`src/rtl/dcpl_pkg.sv`:
```
// Shared types, request codes and constants for the critical path length block.
package dcpl_pkg;

  localparam int DEF_MAX_NODES     = 128;
  localparam int DEF_DURATION_BITS = 16;

  localparam int FUNC_W     = 2;
  localparam int NODE_W     = 8;
  localparam int DUR_W      = 16;
  localparam int FINISH_W   = 23;
  localparam logic [FINISH_W-1:0] FINISH_MAX = {FINISH_W{1'b1}};

  typedef enum logic [FUNC_W-1:0] {
    FUNC_LOAD = 2'd0,
    FUNC_EDGE = 2'd1,
    FUNC_RUN  = 2'd2,
    FUNC_NONE = 2'd3
  } func_t;

  typedef enum logic [3:0] {
    ST_CLEAR,
    ST_IDLE,
    ST_EDGE,
    ST_SEED,
    ST_SEED_CHK,
    ST_POP,
    ST_CUR,
    ST_ROW,
    ST_SCAN,
    ST_UPD,
    ST_DONE
  } state_t;

  // Commands from the controller to the datapath.
  typedef struct packed {
    logic load_len;
    logic edge_rd;
    logic edge_wr;
    logic run_start;
    logic seed_chk;
    logic pop;
    logic cur_rd;
    logic row_lat;
    logic scan_rd;
    logic scan_skip;
    logic upd;
    logic out_load;
    logic clr;
  } cmd_t;

  // Status from the datapath to the controller.
  typedef struct packed {
    func_t func;
    logic  node_ok;
    logic  edge_ok;
    logic  head_lt_tail;
    logic  idx_at_n;
    logic  idx_at_end;
    logic  idx_last;
    logic  row_bit;
    logic  out_free;
  } sts_t;

endpackage

```
`src/rtl/dcpl_ctrl.sv`:
```
// Controller state machine that sequences loading, the topological walk and clearing.
module dcpl_ctrl import dcpl_pkg::*; (
  input  logic clk,
  input  logic rst,
  input  logic in_valid,
  output logic in_stall,
  input  sts_t sts,
  output cmd_t cmd
);

  state_t state;
  state_t state_next;

  always_ff @(posedge clk) begin
    if (rst) begin
      state <= ST_CLEAR;
    end else begin
      state <= state_next;
    end
  end

  always_comb begin
    state_next = state;
    cmd        = '0;
    in_stall   = 1'b1;
    unique case (state)
      ST_CLEAR: begin
        cmd.clr = 1'b1;
        if (sts.idx_last) begin
          state_next = ST_IDLE;
        end
      end
      ST_IDLE: begin
        in_stall = 1'b0;
        if (in_valid) begin
          unique case (sts.func)
            FUNC_LOAD: begin
              cmd.load_len = sts.node_ok;
            end
            FUNC_EDGE: begin
              if (sts.edge_ok) begin
                cmd.edge_rd = 1'b1;
                state_next  = ST_EDGE;
              end
            end
            FUNC_RUN: begin
              cmd.run_start = 1'b1;
              state_next    = ST_SEED;
            end
            default: begin
            end
          endcase
        end
      end
      ST_EDGE: begin
        cmd.edge_wr = 1'b1;
        state_next  = ST_IDLE;
      end
      ST_SEED: begin
        if (sts.idx_at_n) begin
          state_next = ST_POP;
        end else begin
          state_next = ST_SEED_CHK;
        end
      end
      ST_SEED_CHK: begin
        cmd.seed_chk = 1'b1;
        state_next   = ST_SEED;
      end
      ST_POP: begin
        if (sts.head_lt_tail) begin
          cmd.pop    = 1'b1;
          state_next = ST_CUR;
        end else begin
          state_next = ST_DONE;
        end
      end
      ST_CUR: begin
        cmd.cur_rd = 1'b1;
        state_next = ST_ROW;
      end
      ST_ROW: begin
        cmd.row_lat = 1'b1;
        state_next  = ST_SCAN;
      end
      ST_SCAN: begin
        priority if (sts.idx_at_end) begin
          state_next = ST_POP;
        end else if (sts.row_bit) begin
          cmd.scan_rd = 1'b1;
          state_next  = ST_UPD;
        end else begin
          cmd.scan_skip = 1'b1;
        end
      end
      ST_UPD: begin
        cmd.upd    = 1'b1;
        state_next = ST_SCAN;
      end
      ST_DONE: begin
        if (sts.out_free) begin
          cmd.out_load = 1'b1;
          state_next   = ST_CLEAR;
        end
      end
      default: begin
        state_next = ST_CLEAR;
      end
    endcase
  end

endmodule

```
`config.mk`:
```
export PLATFORM = sky130hd
export DESIGN_NAME = dcpl_ctrl
export DESIGN_NICKNAME = d
export VERILOG_FILES = /design/src/rtl/dcpl_pkg.sv /design/src/rtl/dcpl_ctrl.sv
export SDC_FILE = /design/constraint.sdc
export NUM_CORES = 1
export LEC_CHECK = 0
export BUFFER_PORTS_ARGS = -buffer_cell sky130_fd_sc_hd__buf_2
export CAP_MARGIN = 10
export CORE_MARGIN = 1
export CORE_UTILIZATION = 25
export CTS_CLUSTER_DIAMETER = 100
export DETAILED_ROUTE_END_ITERATION = 6
export PLACE_DENSITY = 0.59
export SLEW_MARGIN = 30
export SYNTH_ARGS = -nofsm -noshare
export SYNTH_HDL_FRONTEND = slang
export SYNTH_SLANG_ARGS = --single-unit
```
`constraint.sdc`:
```
create_clock -name clk -period 2.4 [get_ports clk]
set_input_delay 0.24 -clock clk [delete_from_list [all_inputs] [get_ports clk]]
set_output_delay 0.24 -clock clk [all_outputs]
set_load 0.02 [all_outputs]
```
==> reports/qor.csv, run 1 <==
stage,metric,value,unit
status,outcome,completed,
clocking,clk_path_buf_depth,2,
grt,grt_start_max_net_pins,17,
worst_setup_path,r2r_slack,660,ps
sta,setup_viol,0,
placed_design,place_ws,667,ps
worst_setup_path,worstSetupStartpointType,register,
sta,fin_hold_ws,258,ps
sta,hold_viol_final,0,
final_layout,top_register,state,
power_and_ir_drop,total_power,0.511,mW
clocking,clock_sinks,4,
final_layout,reg_top3,state: 4 flops,
power_and_ir_drop,leakagePower,0.316,nW
placed_design,dp.cells,114,
worst_setup_path,path_max_fanout,16,
logic_synthesis,synth_area_leaders,"dfxtp_1 (16%), nor3_1 (6.1%), nand2_1 (6.1%), and3b_1 (5.4%), nor2_1 (4.6%)",
worst_setup_path,end_kind,output port,
route,routed_wirelength,1260,um
worst_setup_path,r2r_cells,4,
final_layout,n_antenna_cell,0,
placed_design,gp_congestion,0.706,
logic_synthesis,synthCells,67,
route,via_count,552,
worst_setup_path,cp.arrival,1730,ps
sta,period_share,0.819,
final_layout,largest_reg_flops,4,
placed_design,placed_area,629,um2
die,die_x,46.3,um
grt,grt_overflow,0,
sta,maxSlewHeadroom,0.670,
logic_synthesis,synth_seq_cells,4,
sta,finalCriticalPeriod,1970,ps
logic_synthesis,syn_avg_cell_area,7.32,um2
worst_setup_path,reg2reg_from,state[3],
worst_hold_path,min_path_type,input pin to register,
clocking,tritoncts,yes,
run,drv_cap,0,
worst_setup_path,r2r-end,state[3],
clocking,cts_made_buffers,3,
placed_design,placement.io_buffers,26,
die,core-area,0.00178,mm2
clocking,htreeDepth,1,
grt,grt_pass1_wl,2020,um
sta,rsz0062_at_grt,no,
die,die_h,46.3,um
final_layout,final_layout_size_suffix_gt1_frac,0.402,
final_layout,final_nets,107,
sta,slew_violations,0,
die,rows,15,
route,wire_per_inst,10.8,um
logic_synthesis,synth_seq_area_share,0.163,
final_layout,layout_common_cells,"buf_2 (26), nand2_1 (8), nor2_1 (6), nor3_1 (6), inv_1 (5)",
worst_hold_path,min_from,rst,
sta,max_freq,0.509,GHz
logic_synthesis,netlist_area,490,um2
sta,tns,0,ps
sta,setup_ws,435,ps
logic_synthesis,yosysTopAreaCellShare,0.163,
die,die_area,0.00214,mm2
power_and_ir_drop,p_per_area,785,mW/mm2
clocking,cts_root_buffer,clkbuf_4,
die,initial_core_util,0.275,
logic_synthesis,ys_types,30,
sta,worstMarginPinSlew,495,ps
final_layout,fin_area,652,um2
route,drtAntennaViolNets,0,
clocking,clock_latency,230,ps
clocking,hold_buffers,0,
final_layout,syn2layout_area_growth,32.9,%
worst_hold_path,min_path_cells,2,
grt,antenna_found_initial,0,
grt,grt_pass1_vias,482,
clocking,cts_resized,0,
route,drcViolationCount,0,
clocking,cts_setup_buffers,0,
worst_setup_path,crit_required,2160,ps
sta,fin_skew,3.60,ps
worst_hold_path,whs_endpoint,state[2],
placed_design,hpwl,969,um
grt,grt.total_usage,0.132,
clocking,path_clk_slew,40,ps
logic_synthesis,ys_warn_count,0,
logic_synthesis,synth.net_count,80,
final_layout,utilization,0.366,
worst_setup_path,crit_type,register to output port,
power_and_ir_drop,peakVddDrop,309,uV
route,drt_iter0_drc,1,
final_layout,fin_cells,117,
route,drtPass1Iterations,4,
die,io_pins,27,
logic_synthesis,synth_top_area_cell,dfxtp_1,
route,via_per_inst,4.72,
final_layout,final_common_cell,buf_2,
## per-layer routing
metal  share of wire  vias up  routed length (um)  global-route usage
met5               0        -                   0                   0
met4               0        0                   0              0.0353
met3           0.042        0                  53              0.0353
met2            0.46       22                 576               0.237
met1            0.50      240                 631               0.153
li1                -      290                   -                   -
## Yosys cell counts (all sizes together)
| cell | instances |
|---|---|
| nand2 | 8 |
| nor2 | 6 |
| nor3 | 6 |
| inv | 5 |
| and3b | 4 |
| dfxtp | 4 |
| a21oi | 3 |
| clkbuf | 3 |
| nor2b | 3 |
| a211o | 2 |
| nand2b | 2 |
| nor3b | 2 |
| nor4b | 2 |
| o211ai | 2 |
| o21ai | 2 |
| a21o | 1 |
| a31o | 1 |
| and2b | 1 |
| and3 | 1 |
| buf | 1 |
| mux2 | 1 |
| mux2i | 1 |
| nand4b | 1 |
| nor4 | 1 |
| o21a | 1 |
| o32ai | 1 |
| or2 | 1 |
| or2b | 1 |
## critical path: stages (launching register included)
cell     delay (ps)
dfxtp_1         450
nor4b_2         420
nand2_1         150
nor4b_1         270
buf_2           210
## area by class of cell
type / instances / area (um2)
inverters: 5 / 18.8
well taps: 25 / 31.3
clock buffers: 3 / 22.5
multi-input cells: 54 / 369
repair buffers: 26 / 130
fillers: 197 / 1130
flip-flops and latches: 4 / 80.1
## where the power goes
group	total [mW]	internal, mW	switching, mW
Clock	0.0791	0.0556	0.0234
Sequential	0.137	0.0840	0.0525
Combinational	0.296	0.138	0.158
## logic make-up after synthesis
logic type / after synthesis / synth area share
AOI/OAI and AO/OA: 13 / 0.184
buffers and inverters: 9 / 0.0842
DFF: 4 / 0.163
muxes: 2 / 0.0510
and+or+nand+nor: 39 / 0.518
## worst max path at each step
stage / from / to / slack [ps] / cells past startpoint
floorplan: state[1] / cmd[12] / 580 / 3
global placement: state[1] / cmd[12] / 700 / 4
detailed placement: state[1] / cmd[12] / 670 / 4
CTS: state[1] / cmd[12] / 420 / 4
global route: state[1] / cmd[12] / 290 / 4
finish: state[1] / cmd[12] / 430 / 4
(Power assumes the default switching activity.)
==> run 2, diff against run 1 <==
clock period = 1.9 ns   (was 2.4 ns; I/O delays follow)
==> reports/qor.csv, run 2 (synthesis results as in run 1) <==
stage,metric,value,unit
run,drv_cap,0,
die,die_h,46.3,um
status,outcome,completed,
worst_setup_path,critPathSlowestCell,dfxtp_1,
clocking,clock_sinks,4,
power_and_ir_drop,leakagePower,0.336,nW
power_and_ir_drop,total_power,0.682,mW
final_layout,reg_top3,state: 4 flops,
die,core-area,0.00178,mm2
final_layout,final_layout_size_suffix_gt1_frac,0.442,
route,drt_iter0_drc,5,
final_layout,n_antenna_cell,0,
clocking,clock_latency,230,ps
route,drcViolationCount,0,
clocking,hold_buffers,0,
clocking,tritoncts,yes,
clocking,path_clk_slew,40,ps
sta,fin_skew,2.65,ps
final_layout,syn2layout_area_growth,39.8,%
worst_setup_path,cp.arrival,1570,ps
die,rows,15,
worst_setup_path,crit_type,register to output port,
grt,grt_pass1_vias,522,
clocking,cts_setup_buffers,0,
sta,tns,0,ps
clocking,clk_path_buf_depth,2,
clocking,cts_root_buffer,clkbuf_4,
grt,antenna_found_initial,0,
final_layout,n_fill_cell,202,
die,initial_core_util,0.275,
route,wire_per_inst,10.4,um
route,drtAntennaViolNets,0,
clocking,htreeDepth,1,
die,die_x,46.3,um
sta,slew_violations,0,
power_and_ir_drop,peakVddDrop,553,uV
sta,maxSlewHeadroom,0.794,
clocking,cts_made_buffers,3,
worst_setup_path,crit_required,1710,ps
worst_setup_path,cpPeakStageDelay,380,ps
placed_design,placed_area,652,um2
route,drtPass1Iterations,4,
placed_design,hpwl,1000,um
final_layout,layout_common_cells,"buf_2 (26), nand2_1 (8), nor2_1 (6), nor3_1 (6), inv_1 (5)",
sta,rsz0062_at_grt,no,
worst_setup_path,path_max_fanout,6,
sta,fin_hold_ws,200,ps
sta,hold_viol_final,0,
final_layout,fin_area,686,um2
placed_design,gp_congestion,0.767,
worst_setup_path,cp_cell_sequence,nor4b_4 > nand2_1 > nor4b_1 > buf_2,
worst_hold_path,min_path_type,input pin to register,
grt,grt_start_max_net_pins,14,
sta,period_share,0.924,
sta,worstMarginPinSlew,308,ps
route,via_count,579,
route,via_per_inst,4.83,
final_layout,largest_reg_flops,4,
grt,grt.total_usage,0.135,
worst_setup_path,path_buf_inv,1,
worst_setup_path,end_kind,output port,
sta,max_freq,0.569,GHz
final_layout,final_common_cell,buf_2,
worst_setup_path,cp_top_family,simple AND/OR/NAND/NOR gates,
sta,setup_viol,0,
placed_design,placement.io_buffers,26,
grt,grt_overflow,0,
sta,finalCriticalPeriod,1760,ps
grt,grt_pass1_wl,2070,um
power_and_ir_drop,p_per_area,994,mW/mm2
die,die_area,0.00214,mm2
final_layout,top_register,state,
worst_setup_path,worstSetupStartpointType,register,
die,io_pins,27,
final_layout,final_nets,110,
route,routed_wirelength,1250,um
## run 2: cell count changes in the layout (fill, tap and decap cells not counted)
cell,change
buf_4,+3
nor4b_4,+1
nor4b_2,-1
dfxtp_2,+2
dfxtp_1,-2
## run 2: layer usage
| layer | wire [um] | GRT usage | vias up |
|---|---|---|---|
| met2 | 587 | 0.239 | 22 |
| met4 | 0 | 0.0353 | 0 |
| li1 | - | - | 296 |
| met1 | 575 | 0.148 | 261 |
| met3 | 82 | 0.0510 | 0 |
| met5 | 0 | 0 | - |
## run 2: worst paths after layout
check,cells after the start,slack (ps),start,to
hold reg to reg,2,580,state[1],state[1]
hold / removal,2,200,rst,state[2]
setup reg to reg,5,310,state[1],state[3]
setup / recovery,4,140,state[1],cmd[12]
## run 2: cell type report
type	instances	area (um2)	area share
Multi-Input combinational cell	54	378	0.551
Timing Repair Buffer	29	153	0.223
Inverter	5	18.8	0.0274
Tap cell	25	31.3	0.0456
Sequential cell	4	82.6	0.120
Clock buffer	3	22.5	0.0328
## run 2: metrics by stage
stage / instances / setup slack [ps] / util
floorplan: 67 / 132 / -
global placement: 117 / 299 / 0.366
detailed placement: 117 / 238 / 0.366
CTS: 120 / 36.5 / 0.383
global route: 120 / 0.291 / 0.385
finish: 120 / 144 / 0.385
## run 2: report_power, final
| part | internal, mW | switching [mW] |
|---|---|---|
| registers | 0.109 | 0.0471 |
| clock network | 0.0706 | 0.0341 |
| logic | 0.197 | 0.223 |
## run 2: repair_timing
action                                  in CTS  in global routing
pin swaps                                    0                  0
resized for setup                            1                  2
endpoints found under the setup margin       1                  2
## run 2: worst register-to-register path: cells and delay by family, from the launching register on
kind                   cells  cell delay, ps
buffers and inverters      1             200
and+or+nand+nor            2             420
muxes                      1             300
AOI/OAI and AO/OA          1             160
DFF                        1             380
==> run 3, diff against run 2 <==
CORE_UTILIZATION = 28   (was 25)
PLACE_DENSITY = 0.64   (was 0.59)
==> reports/qor.csv, run 3 (synthesis results as in run 1) <==
stage,metric,value,unit
clocking,clock_sinks,4,
grt,grt_start_max_net_pins,14,
final_layout,layout_common_cells,"buf_2 (26), nand2_1 (8), nor2_1 (6), nor3_1 (6), inv_1 (5)",
clocking,clock_latency,240,ps
route,routed_wirelength,1270,um
clocking,tritoncts,yes,
status,outcome,"complete, but fails checks",
status,violations,DRC,
grt,grt_pass1_wl,2090,um
final_layout,largest_reg_flops,4,
sta,hold_viol_final,0,
grt,grt_overflow,0,
placed_design,gp_congestion,0.751,
power_and_ir_drop,leakagePower,0.336,nW
sta,fin_hold_ws,196,ps
route,wire_per_inst,11.5,um
die,rows,14,
worst_setup_path,cpPeakStageDelay,390,ps
grt,grt_pass1_vias,507,
final_layout,multiInputGateArea,378,um2
final_layout,n_fill_cell,176,
worst_setup_path,worstSetupStartpointType,register,
die,initial_core_util,0.311,
route,drt_iter0_drc,9,
final_layout,n_antenna_cell,0,
route,drtAntennaViolNets,0,
final_layout,seq_area,85.1,um2
run,drv_cap,0,
worst_setup_path,crit_type,register to output port,
final_layout,reg_top3,state: 4 flops,
clocking,clk_path_buf_depth,2,
grt,grt.total_usage,0.145,
worst_setup_path,cp.arrival,1590,ps
worst_setup_path,path_max_fanout,13,
clocking,hold_buffers,0,
worst_setup_path,path_buf_inv,1,
die,io_pins,27,
worst_setup_path,r2r_slack,350,ps
sta,rsz0062_at_grt,no,
sta,maxSlewHeadroom,0.799,
sta,slew_violations,0,
route,drtPass1Iterations,7,
worst_setup_path,critPathSlowestCell,dfxtp_2,
placed_design,placement.io_buffers,26,
die,die_area,0.00192,mm2
worst_setup_path,cp_cell_sequence,nor4b_4 > nand2_1 > nor4b_1 > buf_2,
worst_setup_path,cp_top_family,simple AND/OR/NAND/NOR gates,
grt,antenna_found_initial,0,
route,via_per_inst,5.10,
sta,fin_skew,6.53,ps
power_and_ir_drop,peakVddDrop,412,uV
final_layout,final_layout_size_suffix_gt1_frac,0.463,
final_layout,top_register,state,
worst_setup_path,end_kind,output port,
sta,worstMarginPinSlew,301,ps
route,via_count,566,
die,die_x,43.9,um
power_and_ir_drop,p_per_area,1040,mW/mm2
sta,period_share,0.936,
clocking,cts_root_buffer,clkbuf_4,
sta,tns,0,ps
placed_design,hpwl,969,um
final_layout,final_nets,110,
final_layout,syn2layout_area_growth,38.0,%
clocking,htreeDepth,1,
die,core-area,0.00158,mm2
route,drcViolationCount,2,
worst_setup_path,crit_required,1710,ps
clocking,path_clk_slew,40,ps
sta,setup_viol,0,
sta,finalCriticalPeriod,1780,ps
final_layout,final_common_cell,buf_2,
sta,max_freq,0.562,GHz
die,die_h,43.9,um
worst_hold_path,min_path_type,input pin to register,
clocking,cts_made_buffers,3,
==> run 3: cell count changes in the layout (fill, tap and decap cells not counted) <==
cell,previous run,this run
dfxtp_2,2,4
dfxtp_1,2,0
==> run 3: metal layers <==
metal | vias up | global-route usage | part of all wire
met5 | - | 0 | 0
met4 | 0 | 0.0727 | 0
met3 | 0 | 0.0167 | 0.059
met2 | 24 | 0.242 | 0.47
met1 | 248 | 0.182 | 0.47
li1 | 294 | - | -
==> run 3: layout make-up <==
cell class	instances	area share
multi-input combinational	54	0.558
timing repair buffer	29	0.226
sequential	4	0.126
clock buffer	3	0.0333
tap	16	0.0296
inverter	5	0.0277
==> run 3: repair_timing <==
item / in CTS / in global routing
setup buffers: 0 / 1
endpoints found under the hold margin: 0 / 0
gates resized for setup: 1 / 4
gates cloned: 0 / 0
endpoints found under the setup margin: 1 / 2
pin swaps: 0 / 1
==> run 3: worst reg2reg max path: stages, from the launching register on <==
cell and delay [ps]:
dfxtp_2 360, or2_4 290, nor4_4 250, and3b_4 260, mux2_4 290
==> run 3: through the flow <==
| stage | std cells | area (um2) | setup WS [ps] | util | power, mW |
|---|---|---|---|---|---|
| after CTS | 110 | 664 | 37.5 | 0.421 | 0.683 |
| after global placement | 107 | 633 | 289 | 0.402 | 0.555 |
| final | 111 | 677 | 121 | 0.429 | 0.701 |
| after detailed placement | 107 | 633 | 254 | 0.402 | 0.556 |
| after floorplan | 67 | 490 | 132 | - | 0.469 |
| after global routing | 111 | 677 | 6.40 | 0.429 | 0.766 |
==> run 3: final timing paths <==
| check | from | end | cells after the start |
|---|---|---|---|
| max | state[2] | cmd[12] | 4 |
| max reg2reg | state[0] | state[3] | 4 |
| min reg2reg | state[1] | state[1] | 2 |
| min | rst | state[2] | 2 |
==> run 3: where the power goes <==
| group | leakage (nW) | internal [mW] | switching [mW] |
|---|---|---|---|
| sequential | 0.0343 | 0.111 | 0.0542 |
| clock | 0.0138 | 0.0706 | 0.0342 |
| combinational | 0.288 | 0.210 | 0.221 |
